--- src/sv/ttcw_pkg.sv ---
`timescale 1ns / 1ps

package ttcw_pkg;

    // Default screen geometry and tab spacing.
    localparam int SCREEN_WIDTH_DEF  = 80;
    localparam int SCREEN_HEIGHT_DEF = 25;
    localparam int TAB_STOP_DEF      = 8;

    // Request kinds.
    localparam logic [1:0] KIND_PUT      = 2'd0;
    localparam logic [1:0] KIND_SET_COL  = 2'd1;
    localparam logic [1:0] KIND_SET_LINE = 2'd2;
    localparam logic [1:0] KIND_READ     = 2'd3;

    // Control characters that move the cursor instead of being stored.
    localparam logic [7:0] CODE_BACKSPACE = 8'd8;
    localparam logic [7:0] CODE_TAB       = 8'd9;
    localparam logic [7:0] CODE_NEWLINE   = 8'd10;
    localparam logic [7:0] CODE_RETURN    = 8'd13;

    // Commands from the controller to the datapath.
    typedef struct packed {
        logic exec;      // take the request on the input ports
        logic clear;     // write one zero cell and advance the clear counters
        logic load_out;  // copy the finished result into the output register
    } ttcw_cmd_t;

    // Status from the datapath to the controller.
    typedef struct packed {
        logic scroll_req;    // the request on the ports scrolls the screen
        logic clr_last_col;  // clear counter sits on the last column
        logic clr_last_row;  // clear counter sits on the last row
    } ttcw_sts_t;

endpackage

--- src/sv/ttcw_ctrl.sv ---
`timescale 1ns / 1ps

module ttcw_ctrl import ttcw_pkg::*; (
    input  logic      aclk,
    input  logic      aresetn,
    input  logic      s_valid,
    output logic      s_ready,
    output logic      m_valid,
    input  logic      m_ready,
    output ttcw_cmd_t cmd_o,
    input  ttcw_sts_t sts_i
);

    localparam logic [1:0] ST_CLEAR  = 2'd0;
    localparam logic [1:0] ST_IDLE   = 2'd1;
    localparam logic [1:0] ST_SCROLL = 2'd2;
    localparam logic [1:0] ST_FINISH = 2'd3;

    logic [1:0] state_reg;
    logic [1:0] state_next;
    logic       m_valid_reg;
    logic       m_valid_next;

    always_comb begin
        state_next    = state_reg;
        cmd_o.exec     = 1'b0;
        cmd_o.clear    = 1'b0;
        cmd_o.load_out = 1'b0;
        s_ready        = 1'b0;
        unique case (state_reg)
            ST_CLEAR: begin
                cmd_o.clear = 1'b1;
                if (sts_i.clr_last_col && sts_i.clr_last_row) begin
                    state_next = ST_IDLE;
                end
            end
            ST_IDLE: begin
                s_ready = 1'b1;
                if (s_valid) begin
                    cmd_o.exec = 1'b1;
                    state_next = sts_i.scroll_req ? ST_SCROLL : ST_FINISH;
                end
            end
            ST_SCROLL: begin
                cmd_o.clear = 1'b1;
                if (sts_i.clr_last_col) begin
                    state_next = ST_FINISH;
                end
            end
            ST_FINISH: begin
                if (!m_valid_reg || m_ready) begin
                    cmd_o.load_out = 1'b1;
                    state_next     = ST_IDLE;
                end
            end
            default: begin
                state_next = ST_CLEAR;
            end
        endcase
    end

    always_comb begin
        if (cmd_o.load_out) begin
            m_valid_next = 1'b1;
        end else if (m_ready) begin
            m_valid_next = 1'b0;
        end else begin
            m_valid_next = m_valid_reg;
        end
    end

    always_ff @(posedge aclk) begin
        if (!aresetn) begin
            state_reg   <= ST_CLEAR;
            m_valid_reg <= 1'b0;
        end else begin
            state_reg   <= state_next;
            m_valid_reg <= m_valid_next;
        end
    end

    assign m_valid = m_valid_reg;

    // A result is never loaded over one that has not been taken.
    a_no_overwrite: assert property (@(posedge aclk) disable iff (!aresetn)
        cmd_o.load_out |-> (!m_valid_reg || m_ready))
        else $error("result register overwritten");

    // No result shows while the screen is still being cleared after reset.
    a_quiet_clear: assert property (@(posedge aclk) disable iff (!aresetn)
        state_reg == ST_CLEAR |-> !m_valid_reg)
        else $error("result during clear pass");

    // A scrolling request is always followed by the bottom-line clear.
    a_scroll_clears: assert property (@(posedge aclk) disable iff (!aresetn)
        (cmd_o.exec && sts_i.scroll_req) |=> state_reg == ST_SCROLL)
        else $error("scroll without line clear");

    // The line clear does not end before its last column.
    a_full_line: assert property (@(posedge aclk) disable iff (!aresetn)
        (state_reg == ST_SCROLL && !sts_i.clr_last_col) |=> state_reg == ST_SCROLL)
        else $error("line clear cut short");

endmodule

--- config.mk ---
export PLATFORM = sky130hd
export DESIGN_NAME = ttcw_ctrl
export DESIGN_NICKNAME = d
export VERILOG_FILES = /design/src/sv/ttcw_pkg.sv /design/src/sv/ttcw_ctrl.sv
export SDC_FILE = /design/constraint.sdc
export NUM_CORES = 1
export LEC_CHECK = 0
export BUFFER_PORTS_ARGS = -buffer_cell sky130_fd_sc_hd__buf_2
export CORE_AREA = 2 2 39 41
export DETAILED_ROUTE_END_ITERATION = 7
export DIE_AREA = 0 0 41 43
export PLACE_DENSITY = 0.48
export SYNTH_ARGS = -nofsm -noshare
export SYNTH_HDL_FRONTEND = slang
export SYNTH_SLANG_ARGS = --single-unit
--- constraint.sdc ---
create_clock -name aclk -period 2.3 [get_ports aclk]
set_input_delay 0.23 -clock aclk [delete_from_list [all_inputs] [get_ports aclk]]
set_output_delay 0.23 -clock aclk [all_outputs]
set_load 0.03 [all_outputs]
==> results_dict.tcl, run 1 <==
set metrics [dict create \
    timing.rr.end "state_reg[1]$_SDFFE_PN0P_" \
    dp_cells 53 \
    cts_max_level 1 \
    status "finished clean" \
    min_path_type "in -> reg" \
    postCtsSetupBuffers 0 \
    yosys_warnings 0 \
    wire_per_inst_um 7.860 \
    fin_ws_ns 0.6883 \
    drtIter0Drc 3 \
    synth_nets 38 \
    reg2reg_slack_ns 0.97 \
    tritoncts "done" \
    crit_required_ns 2.07 \
    hold_viol_final 0 \
    drive_gt1_share_pct 43.90 \
    synth_cells 27 \
    final-setup-viol-count 0 \
    final_core_util_pct 24.95 \
    clock_latency_ns 0.23 \
    p_per_area_nw_per_um2 1284 \
    dr.pass1.iters 3 \
    num_io_pins 12 \
    timing.rr.start "state_reg[0]$_SDFFE_PN0P_" \
    worstPathArrival_ns 1.38 \
    yosysTopAreaCell "dfxtp_1" \
    wirelength_um 448 \
    vias 215 \
    relSlewSlack_pct 92.16 \
    finalCritPeriodShare_pct 70.08 \
    gr-usage-all-layers_pct 6.713 \
    synth_area_leaders "dfxtp_1 24%, ha_1 20%, nand2b_1 7.5%, and4_4 4.5%, o21bai_2 4.5%" \
    hp-start "aresetn" \
    place.gp.congestion 0.6288 \
    final_nets 53 \
    holdPathEnd "m_valid$_SDFFE_PN0P_" \
    fin_tns_setup_ns 0 \
    cts_buffers 3 \
    cts_max_path_buffers 2 \
    seq_area_frac_synth_pct 23.88 \
    peakVddDrop_mv 0.2865 \
    area_growth_pct 37.31 \
    leakage_nw 0.1714 \
    path_clk_slew_ns 0.04 \
    path_class "reg -> out" \
    netlist.area_leader.share_pct 23.88 \
    rsz0062_at_grt "no" \
    ys_types 18 \
    ant_nets 0 \
    largest_reg_flops 2 \
    grt_start_max_net_pins 5 \
    r2r_cells 5 \
    skew_ns 0.001537 \
    rows 14 \
    crit_path_end_kind "output port" \
    maxCapViolCount 0 \
    grt_pass1_vias 194 \
    cp_max_fo 4 \
    cts.sinks 3 \
    viasPerCell 3.772 \
    tightest_slew_ns 0.1143 \
    avgSynthCellArea_sq_um 9.314 \
    fp.dieArea_sq_um 1763 \
    drc_errors 0 \
    slew_violations 0 \
    synth_seq_cells 3 \
    fin_cells 57 \
    root_buffer "clkbuf_4" \
    post-place-ws_ns 0.9362 \
    cts_hold_buffers 0 \
    grt_overflow 0 \
    ctsResizeCount 0 \
    grt_pass1_wl_um 696 \
    hold_depth 2 \
    die_x_um 41 \
    min_period_ns 1.612 \
    die_h_um 43 \
    fmax_mhz 620.4 \
    fp.coreArea_sq_um 1384 \
    synthesis.area_sq_um 251.5 \
    port_buffers 11 \
    worstSetupStartpointType "register" \
    antenna_found_initial 0 \
    power_w 0.0004433 \
    antenna_cells 0 \
    start_util_pct 18.17 \
    dpl.hpwl_um 378.2 \
]
==> Yosys cell counts <==
master,count
ha_1,4
dfxtp_1,3
nand2b_1,3
inv_1,2
nand2_1,2
and2_1,1
and2b_2,1
and4_4,1
buf_4,1
mux2i_1,1
nand3_1,1
nand3b_1,1
nand4b_1,1
nor2b_1,1
o21a_1,1
o21bai_2,1
o221a_1,1
or2_2,1
==> routing by layer <==
layer  vias up  global-route usage, %  wire [um]
met4         0                  8.000          0
li1        118                      -          -
met3         0                  4.712         35
met5         -                      0          0
met1        93                  6.070        180
met2         4                  8.438        232
==> logic make-up (layout without fill, tap and decap cells) <==
group,Yosys count,in the layout,synth area share [%]
buffers and inverters,3,17,5.972
muxes,1,1,3.980
adders and majority gates,4,4,19.90
AOI/OAI and AO/OA,3,3,11.94
DFF,3,3,23.88
and+or+nand+nor,13,13,34.34
==> worst max-delay path by stage <==
stage,to,slack (ns),startpoint
2_1_floorplan,state_reg[0]$_SDFFE_PN0P_,0.94,state_reg[1]$_SDFFE_PN0P_
3_3_place_gp,cmd_o[1],0.94,state_reg[0]$_SDFFE_PN0P_
3_5_place_dp,cmd_o[1],0.94,state_reg[0]$_SDFFE_PN0P_
4_1_cts,cmd_o[1],0.68,state_reg[0]$_SDFFE_PN0P_
5_1_grt,cmd_o[1],0.61,state_reg[0]$_SDFFE_PN0P_
6_report,cmd_o[1],0.69,state_reg[0]$_SDFFE_PN0P_
==> layout by cell type, fill, tap and decap left out <==
cell,count
ha_1,4
mux2i_1,1
o21bai_2,1
and2_1,1
clkbuf_1,1
buf_2,11
nand2_1,2
nand3b_1,1
clkbuf_4,3
inv_1,2
nor2b_1,1
and4_4,1
o21a_1,1
or2_2,1
nand3_1,1
o221a_1,1
dfxtp_1,3
nand4b_1,1
nand2b_1,3
and2b_2,1
==> power by group <==
group          internal (W)  leakage [nW]  switching [W]
combinational      0.000111         0.132       0.000154
clock             0.0000649        0.0150      0.0000263
sequential        0.0000700        0.0245      0.0000178
total              0.000246         0.171       0.000198
==> worst max-delay path: stages (launching register included) <==
cell     delay, ns
dfxtp_1       0.38
inv_1         0.08
ha_1          0.23
or2_2         0.29
buf_2         0.18
==> through the flow <==
step           hold slack (ns)  instance area (sq um)
2_1_floorplan           0.3475                  251.5
3_3_place_gp            0.4941                  319.1
3_5_place_dp            0.4989                  319.1
4_1_cts                 0.2534                  345.3
5_1_grt                 0.2797                  345.3
6_report                0.2554                  345.3
==> final cells by class <==
class	instances	area (sq um)
clock buffers	4	26.28
fillers	153	1039
inverters	2	7.507
multi-input cells	21	176.4
flip-flops and latches	3	60.06
well taps	16	20.02
repair buffers	11	55.05
No activity file was read; power rests on OpenSTA's default activity.
==> inputs of run 2 (changes only) <==
==> constraint.sdc (replaced) <==
create_clock -name aclk -period 1.6 [get_ports aclk]
set_input_delay 0.16 -clock aclk [delete_from_list [all_inputs] [get_ports aclk]]
set_output_delay 0.16 -clock aclk [all_outputs]
set_load 0.03 [all_outputs]
==> run 2 against run 1 <==
- sequential share of layout area grew 0.30 points
- clock-buffer cell count unchanged
- sequential power grew 49%
- cell area up 0.36%
- final cell count did not move
- global-route usage up 0.91 points
- routed wire length is 4.5% higher
- combinational power grew 44%
- non-clock buffer count did not move
- worst hold slack worse by 0.066 ns
==> results_dict.tcl, run 2 (same netlist as run 1, synthesis figures left out) <==
set metrics [dict create \
    relSlewSlack_pct 92.25 \
    placedInstanceArea_sq_um 319.1 \
    largest_reg_flops 2 \
    grt_pass1_wl_um 807 \
    area_growth_pct 37.81 \
    power_frac_comb_pct 59.3 \
    postCtsSetupBuffers 0 \
    finalCritPeriodShare_pct 93.84 \
    p_switching_w 0.0002862 \
    cts_max_level 1 \
    antenna_found_initial 0 \
    hold_viol_final 0 \
    worstPathArrival_ns 1.34 \
    fp.coreArea_sq_um 1384 \
    crit_path_end_kind "output port" \
    start_util_pct 18.17 \
    p_int_w 0.0003558 \
    num_io_pins 12 \
    wirelength_um 468 \
    status "finished clean" \
    die_h_um 43 \
    slew_violations 0 \
    fp.dieArea_sq_um 1763 \
    ctsResizeCount 0 \
    rsz0062_at_grt "no" \
    crit_family "flip-flops" \
    gr-usage-all-layers_pct 7.623 \
    dpl.hpwl_um 402.2 \
    design_area_sq_um 346.6 \
    power.share.clock_pct 20.3 \
    cts.sinks 3 \
    min_period_ns 1.501 \
    drc_errors 0 \
    fmax_mhz 666.1 \
    leakage_nw 0.1717 \
    swShare_pct 44.58 \
    cp_slowest_cell "dfxtp_1" \
    die_x_um 41 \
    maxCapViolCount 0 \
    cts_hold_buffers 0 \
    path_buf_inv 2 \
    cp_max_fo 4 \
    place.gp.congestion 0.5836 \
    drive_gt1_share_pct 46.34 \
    grt_start_max_net_pins 5 \
    grt_pass1_vias 223 \
    clock_latency_ns 0.23 \
    power_w 0.0006420 \
    crit_required_ns 1.44 \
    power_frac_seq_pct 20.4 \
    min_path_type "in -> reg" \
    cts_max_path_buffers 2 \
    path_clk_slew_ns 0.04 \
    viasPerCell 3.965 \
    ant_nets 0 \
    final-setup-viol-count 0 \
    tritoncts "done" \
    cts_buffers 3 \
    worstSetupStartpointType "register" \
    slowest_delay_ns 0.37 \
    mostFrequentLayoutCell "buf_2" \
    final_cell_mix "11 x buf_2, 4 x ha_1, 3 x nand2b_1, 3 x clkbuf_4" \
    rows 14 \
    antenna_cells 0 \
    p_per_area_nw_per_um2 1852 \
    crit_chain "inv_1 -> ha_1 -> or2_2 -> buf_2" \
    path_class "reg -> out" \
    peakVddDrop_mv 0.3227 \
    skew_ns 0.004583 \
    grt_overflow 0 \
    wire_per_inst_um 8.211 \
    vias 226 \
    tightest_slew_ns 0.1130 \
    final_nets 53 \
    root_buffer "clkbuf_4" \
    port_buffers 11 \
    fin_tns_setup_ns 0 \
    dr.pass1.iters 1 \
    drtIter0Drc 0 \
]
==> run 2: cell counts in the layout (fill, tap and decap cells not counted) <==
Identical to the previous run, type by type.
==> run 2: worst reg2reg max path: stages (launching register included) <==
cell	delay [ns]
dfxtp_1	0.37
inv_1	0.08
ha_1	0.21
o21bai_2	0.15
and4_4	0.24
mux2i_1	0.17
==> run 2: final timing paths <==
check,startpoint,end,slack [ns],cells past startpoint
max,state_reg[1]$_SDFFE_PN0P_,cmd_o[1],0.1,4
min,aresetn,m_valid$_SDFFE_PN0P_,0.19,2
max reg2reg,state_reg[1]$_SDFFE_PN0P_,state_reg[1]$_SDFFE_PN0P_,0.30,5
min reg2reg,state_reg[1]$_SDFFE_PN0P_,state_reg[1]$_SDFFE_PN0P_,0.51,2
==> run 2: cell type report <==
| class | count | area (sq um) |
|---|---|---|
| Clock buffer | 4 | 26.28 |
| Fill cell | 156 | 1037 |
| Inverter | 2 | 7.507 |
| Multi-Input combinational cell | 21 | 176.4 |
| Sequential cell | 3 | 61.31 |
| Tap cell | 16 | 20.02 |
| Timing Repair Buffer | 11 | 55.05 |
==> run 2: through the flow <==
stage	cells	util (%)	setup slack [ns]	hold WS, ns
final	57	25.05	0.09861	0.1894
after global routing	57	25.05	0.02179	0.2042
after CTS	57	24.95	0.04027	0.1825
after detailed placement	53	23.06	0.2542	0.4216
after global placement	53	23.06	0.2733	0.4219
after floorplan	27	-	0.2421	0.2775
==> run 2: power groups by stage <==
| stage | logic, W | clock network, W | registers [W] |
|---|---|---|---|
| after floorplan | 0.000308 | 0 | 0.000126 |
| after global placement | 0.000383 | 0 | 0.000129 |
| after detailed placement | 0.000385 | 0 | 0.000129 |
| after CTS | 0.000386 | 0.000136 | 0.000128 |
| after global routing | 0.000423 | 0.000147 | 0.000135 |
| final | 0.000381 | 0.000131 | 0.000131 |
==> run 2: metal layers <==
layer  routed length (um)  track usage [%]  vias up
li1                     -                -      120
met1                  173            6.731      102
met2                  257            10.63        4
met3                   36            4.712        0
met4                    0            8.000        0
met5                    0                0        -
==> inputs of run 3 (changes only) <==
--- a/config.mk
+++ b/config.mk
@@ -5,11 +5,12 @@
 export SDC_FILE = /design/constraint.sdc
 export NUM_CORES = 1
 export LEC_CHECK = 0
+export ABC_AREA = 1
 export BUFFER_PORTS_ARGS = -buffer_cell sky130_fd_sc_hd__buf_2
 export CORE_AREA = 2 2 39 41
 export DETAILED_ROUTE_END_ITERATION = 7
 export DIE_AREA = 0 0 41 43
-export PLACE_DENSITY = 0.48
+export PLACE_DENSITY = 0.41
 export SYNTH_ARGS = -nofsm -noshare
 export SYNTH_HDL_FRONTEND = slang
 export SYNTH_SLANG_ARGS = --single-unit
==> run 3 against run 2 <==
- sequential power decreased by 5%
- highest routed layer unchanged
- maximum frequency increased by 0.58%
- global-route usage increased by 0.19 points
- critical path type unchanged
- cell area increased by 4.0%
- worst hold slack got worse by 0.026 ns
- largest cell class unchanged
- clock-buffer cell count unchanged
- largest power group unchanged
- routed wire length increased by 1.9%
- combinational power decreased by 6.8%
==> results_dict.tcl, run 3 <==
set metrics [dict create \
    cts_buffers 3 \
    grt_overflow 0 \
    vias 254 \
    mostFrequentLayoutCell "buf_2" \
    peakVddDrop_mv 0.4547 \
    fp.dieArea_sq_um 1763 \
    path_class "reg -> out" \
    root_buffer "clkbuf_4" \
    tightest_slew_ns 0.1616 \
    final_cell_mix "11 x buf_2, 9 x inv_1, 8 x nand2_1, 5 x nor2_1" \
    cp_max_fo 4 \
    wirelength_um 477 \
    synth_top_family_by_area "simple AND/OR/NAND/NOR gates" \
    dpl.hpwl_um 415.5 \
    synth_top_flop_cell "dfxtp_1" \
    synth_compound_area_share_pct 4.717 \
    power_w 0.0006141 \
    avgSynthCellArea_sq_um 6.631 \
    clock_latency_ns 0.23 \
    die_h_um 43 \
    area_growth_pct 35.85 \
    synth_nets 51 \
    synthesis.area_sq_um 265.3 \
    place.gp.congestion 0.6493 \
    start_util_pct 19.17 \
    grt_pass1_wl_um 897 \
    whs_ns 0.1630 \
    yosysTopAreaCell "dfxtp_1" \
    min_path_type "in -> reg" \
    yosys-top-cells-count "9 x inv_1, 8 x nand2_1, 5 x nor2_1" \
    final_nets 66 \
    worstSetupEndpoint "cmd_o[1]" \
    tritoncts "done" \
    multi_input_area_sq_um 163.9 \
    drc_errors 0 \
    num_io_pins 12 \
    hold_viol_final 0 \
    yosys_warnings 0 \
    fillers 164 \
    worstPathArrival_ns 1.33 \
    synth_seq_cells 3 \
    leakage_nw 0.2111 \
    final-setup-viol-count 0 \
    reg2reg_slack_ns 0.38 \
    crit_start "state_reg[0]$_SDFFE_PN0P_" \
    crit_required_ns 1.44 \
    worstSetupStartpointType "register" \
    synth_cells 40 \
    dr.pass1.iters 3 \
    netlist.area_leader.share_pct 22.64 \
    r2r_cells 8 \
    timing.rr.end "state_reg[1]$_SDFFE_PN0P_" \
    fin_tns_setup_ns 0 \
    ff_latch_area_sq_um 61.31 \
    synth-edff-count 0 \
    synth_area_leaders "dfxtp_1 23%, ha_1 19%, inv_1 13%, nand2_1 11%, nand2_2 9.4%" \
    antenna_cells 0 \
    gr-usage-all-layers_pct 7.816 \
    relSlewSlack_pct 89.23 \
    p_per_area_nw_per_um2 1704 \
    fmax_mhz 669.9 \
    die_x_um 41 \
    synth_mux_area_share_pct 0 \
    fp.coreArea_sq_um 1384 \
    skew_ns 0.0007489 \
    yosysMostFrequentCell "inv_1" \
    yosys.area_share.adder_pct 18.87 \
    drive_gt1_share_pct 38.89 \
    rsz0062_at_grt "no" \
    rows 14 \
    largest_reg_flops 2 \
    cts_max_level 1 \
    wire_per_inst_um 6.814 \
    slew_violations 0 \
    ant_nets 0 \
    cts_max_path_buffers 2 \
    maxCapViolCount 0 \
    port_buffers 11 \
    grt_pass1_vias 278 \
    synthArstFlopShare_pct 0 \
    viasPerCell 3.629 \
    grt_start_max_net_pins 5 \
    synth_xor_area_share_pct 0 \
    cts.sinks 3 \
    final_core_util_pct 26.04 \
    cts_hold_buffers 0 \
    crit_path_end_kind "output port" \
    seq_area_frac_synth_pct 22.64 \
    drtIter0Drc 10 \
    finalCritPeriodShare_pct 93.30 \
    synthSimpleGateAreaFrac_pct 38.21 \
    ys_types 13 \
    antenna_found_initial 0 \
    min_period_ns 1.493 \
    path_clk_slew_ns 0.04 \
    status "finished clean" \
    timing.rr.start "state_reg[1]$_SDFFE_PN0P_" \
    design_area_sq_um 360.3 \
    placedInstanceArea_sq_um 332.8 \
]
run 3: kinds of logic (layout without fill, tap and decap cells):
group,Yosys count,after routing
simple gates,21,21
fa+ha+maj,4,4
compound gates,2,2
flops,3,3
buf+inv,10,24
run 3: stage by stage:
stage,worst slack (ns),std cells
global route,0.02393,70
CTS,0.03836,70
detailed placement,0.2976,66
finish,0.1072,70
floorplan,0.3349,40
global placement,0.3132,66
run 3: routing by layer:
| metal | track usage, % | part of all wire (%) | vias to the layer above |
|---|---|---|---|
| met5 | 0 | 0 | - |
| met3 | 6.283 | 8.6 | 0 |
| li1 | - | - | 143 |
| met2 | 11.56 | 46 | 7 |
| met4 | 2.000 | 0 | 0 |
| met1 | 8.307 | 45 | 104 |
run 3: what timing repair did:
action / CTS / global route
buffers inserted: 0 / 0
gates resized for setup: 0 / 1
setup endpoints to repair: 0 / 1
run 3: worst min path at each step:
stage                 start                         to  slack [ns]  cells past startpoint
global route        aresetn  state_reg[0]$_SDFFE_PN0P_        0.18                      3
CTS                 aresetn  state_reg[0]$_SDFFE_PN0P_        0.16                      3
finish              aresetn  state_reg[0]$_SDFFE_PN0P_        0.16                      3
global placement    aresetn  state_reg[0]$_SDFFE_PN0P_        0.42                      3
floorplan           aresetn  state_reg[1]$_SDFFE_PN0P_        0.28                      2
detailed placement  aresetn  state_reg[0]$_SDFFE_PN0P_        0.41                      3
run 3: cell type report:
type / instances / area share, %
sequential: 3 / 17.01
inverter: 9 / 9.375
timing repair buffer: 11 / 15.28
clock buffer: 4 / 7.292
tap: 16 / 5.556
multi-input combinational: 27 / 45.49
run 3: report_power, final:
group          total (W)  switching [W]  internal, W
combinational   0.000355       0.000226     0.000129
sequential      0.000125      0.0000232     0.000101
clock           0.000134      0.0000408    0.0000936
total           0.000614       0.000290     0.000324
run 3: worst max-delay path: stages (launching register included):
cell	delay [ns]
dfxtp_2	0.34
inv_1	0.06
ha_1	0.23
or2_2	0.29
buf_2	0.18
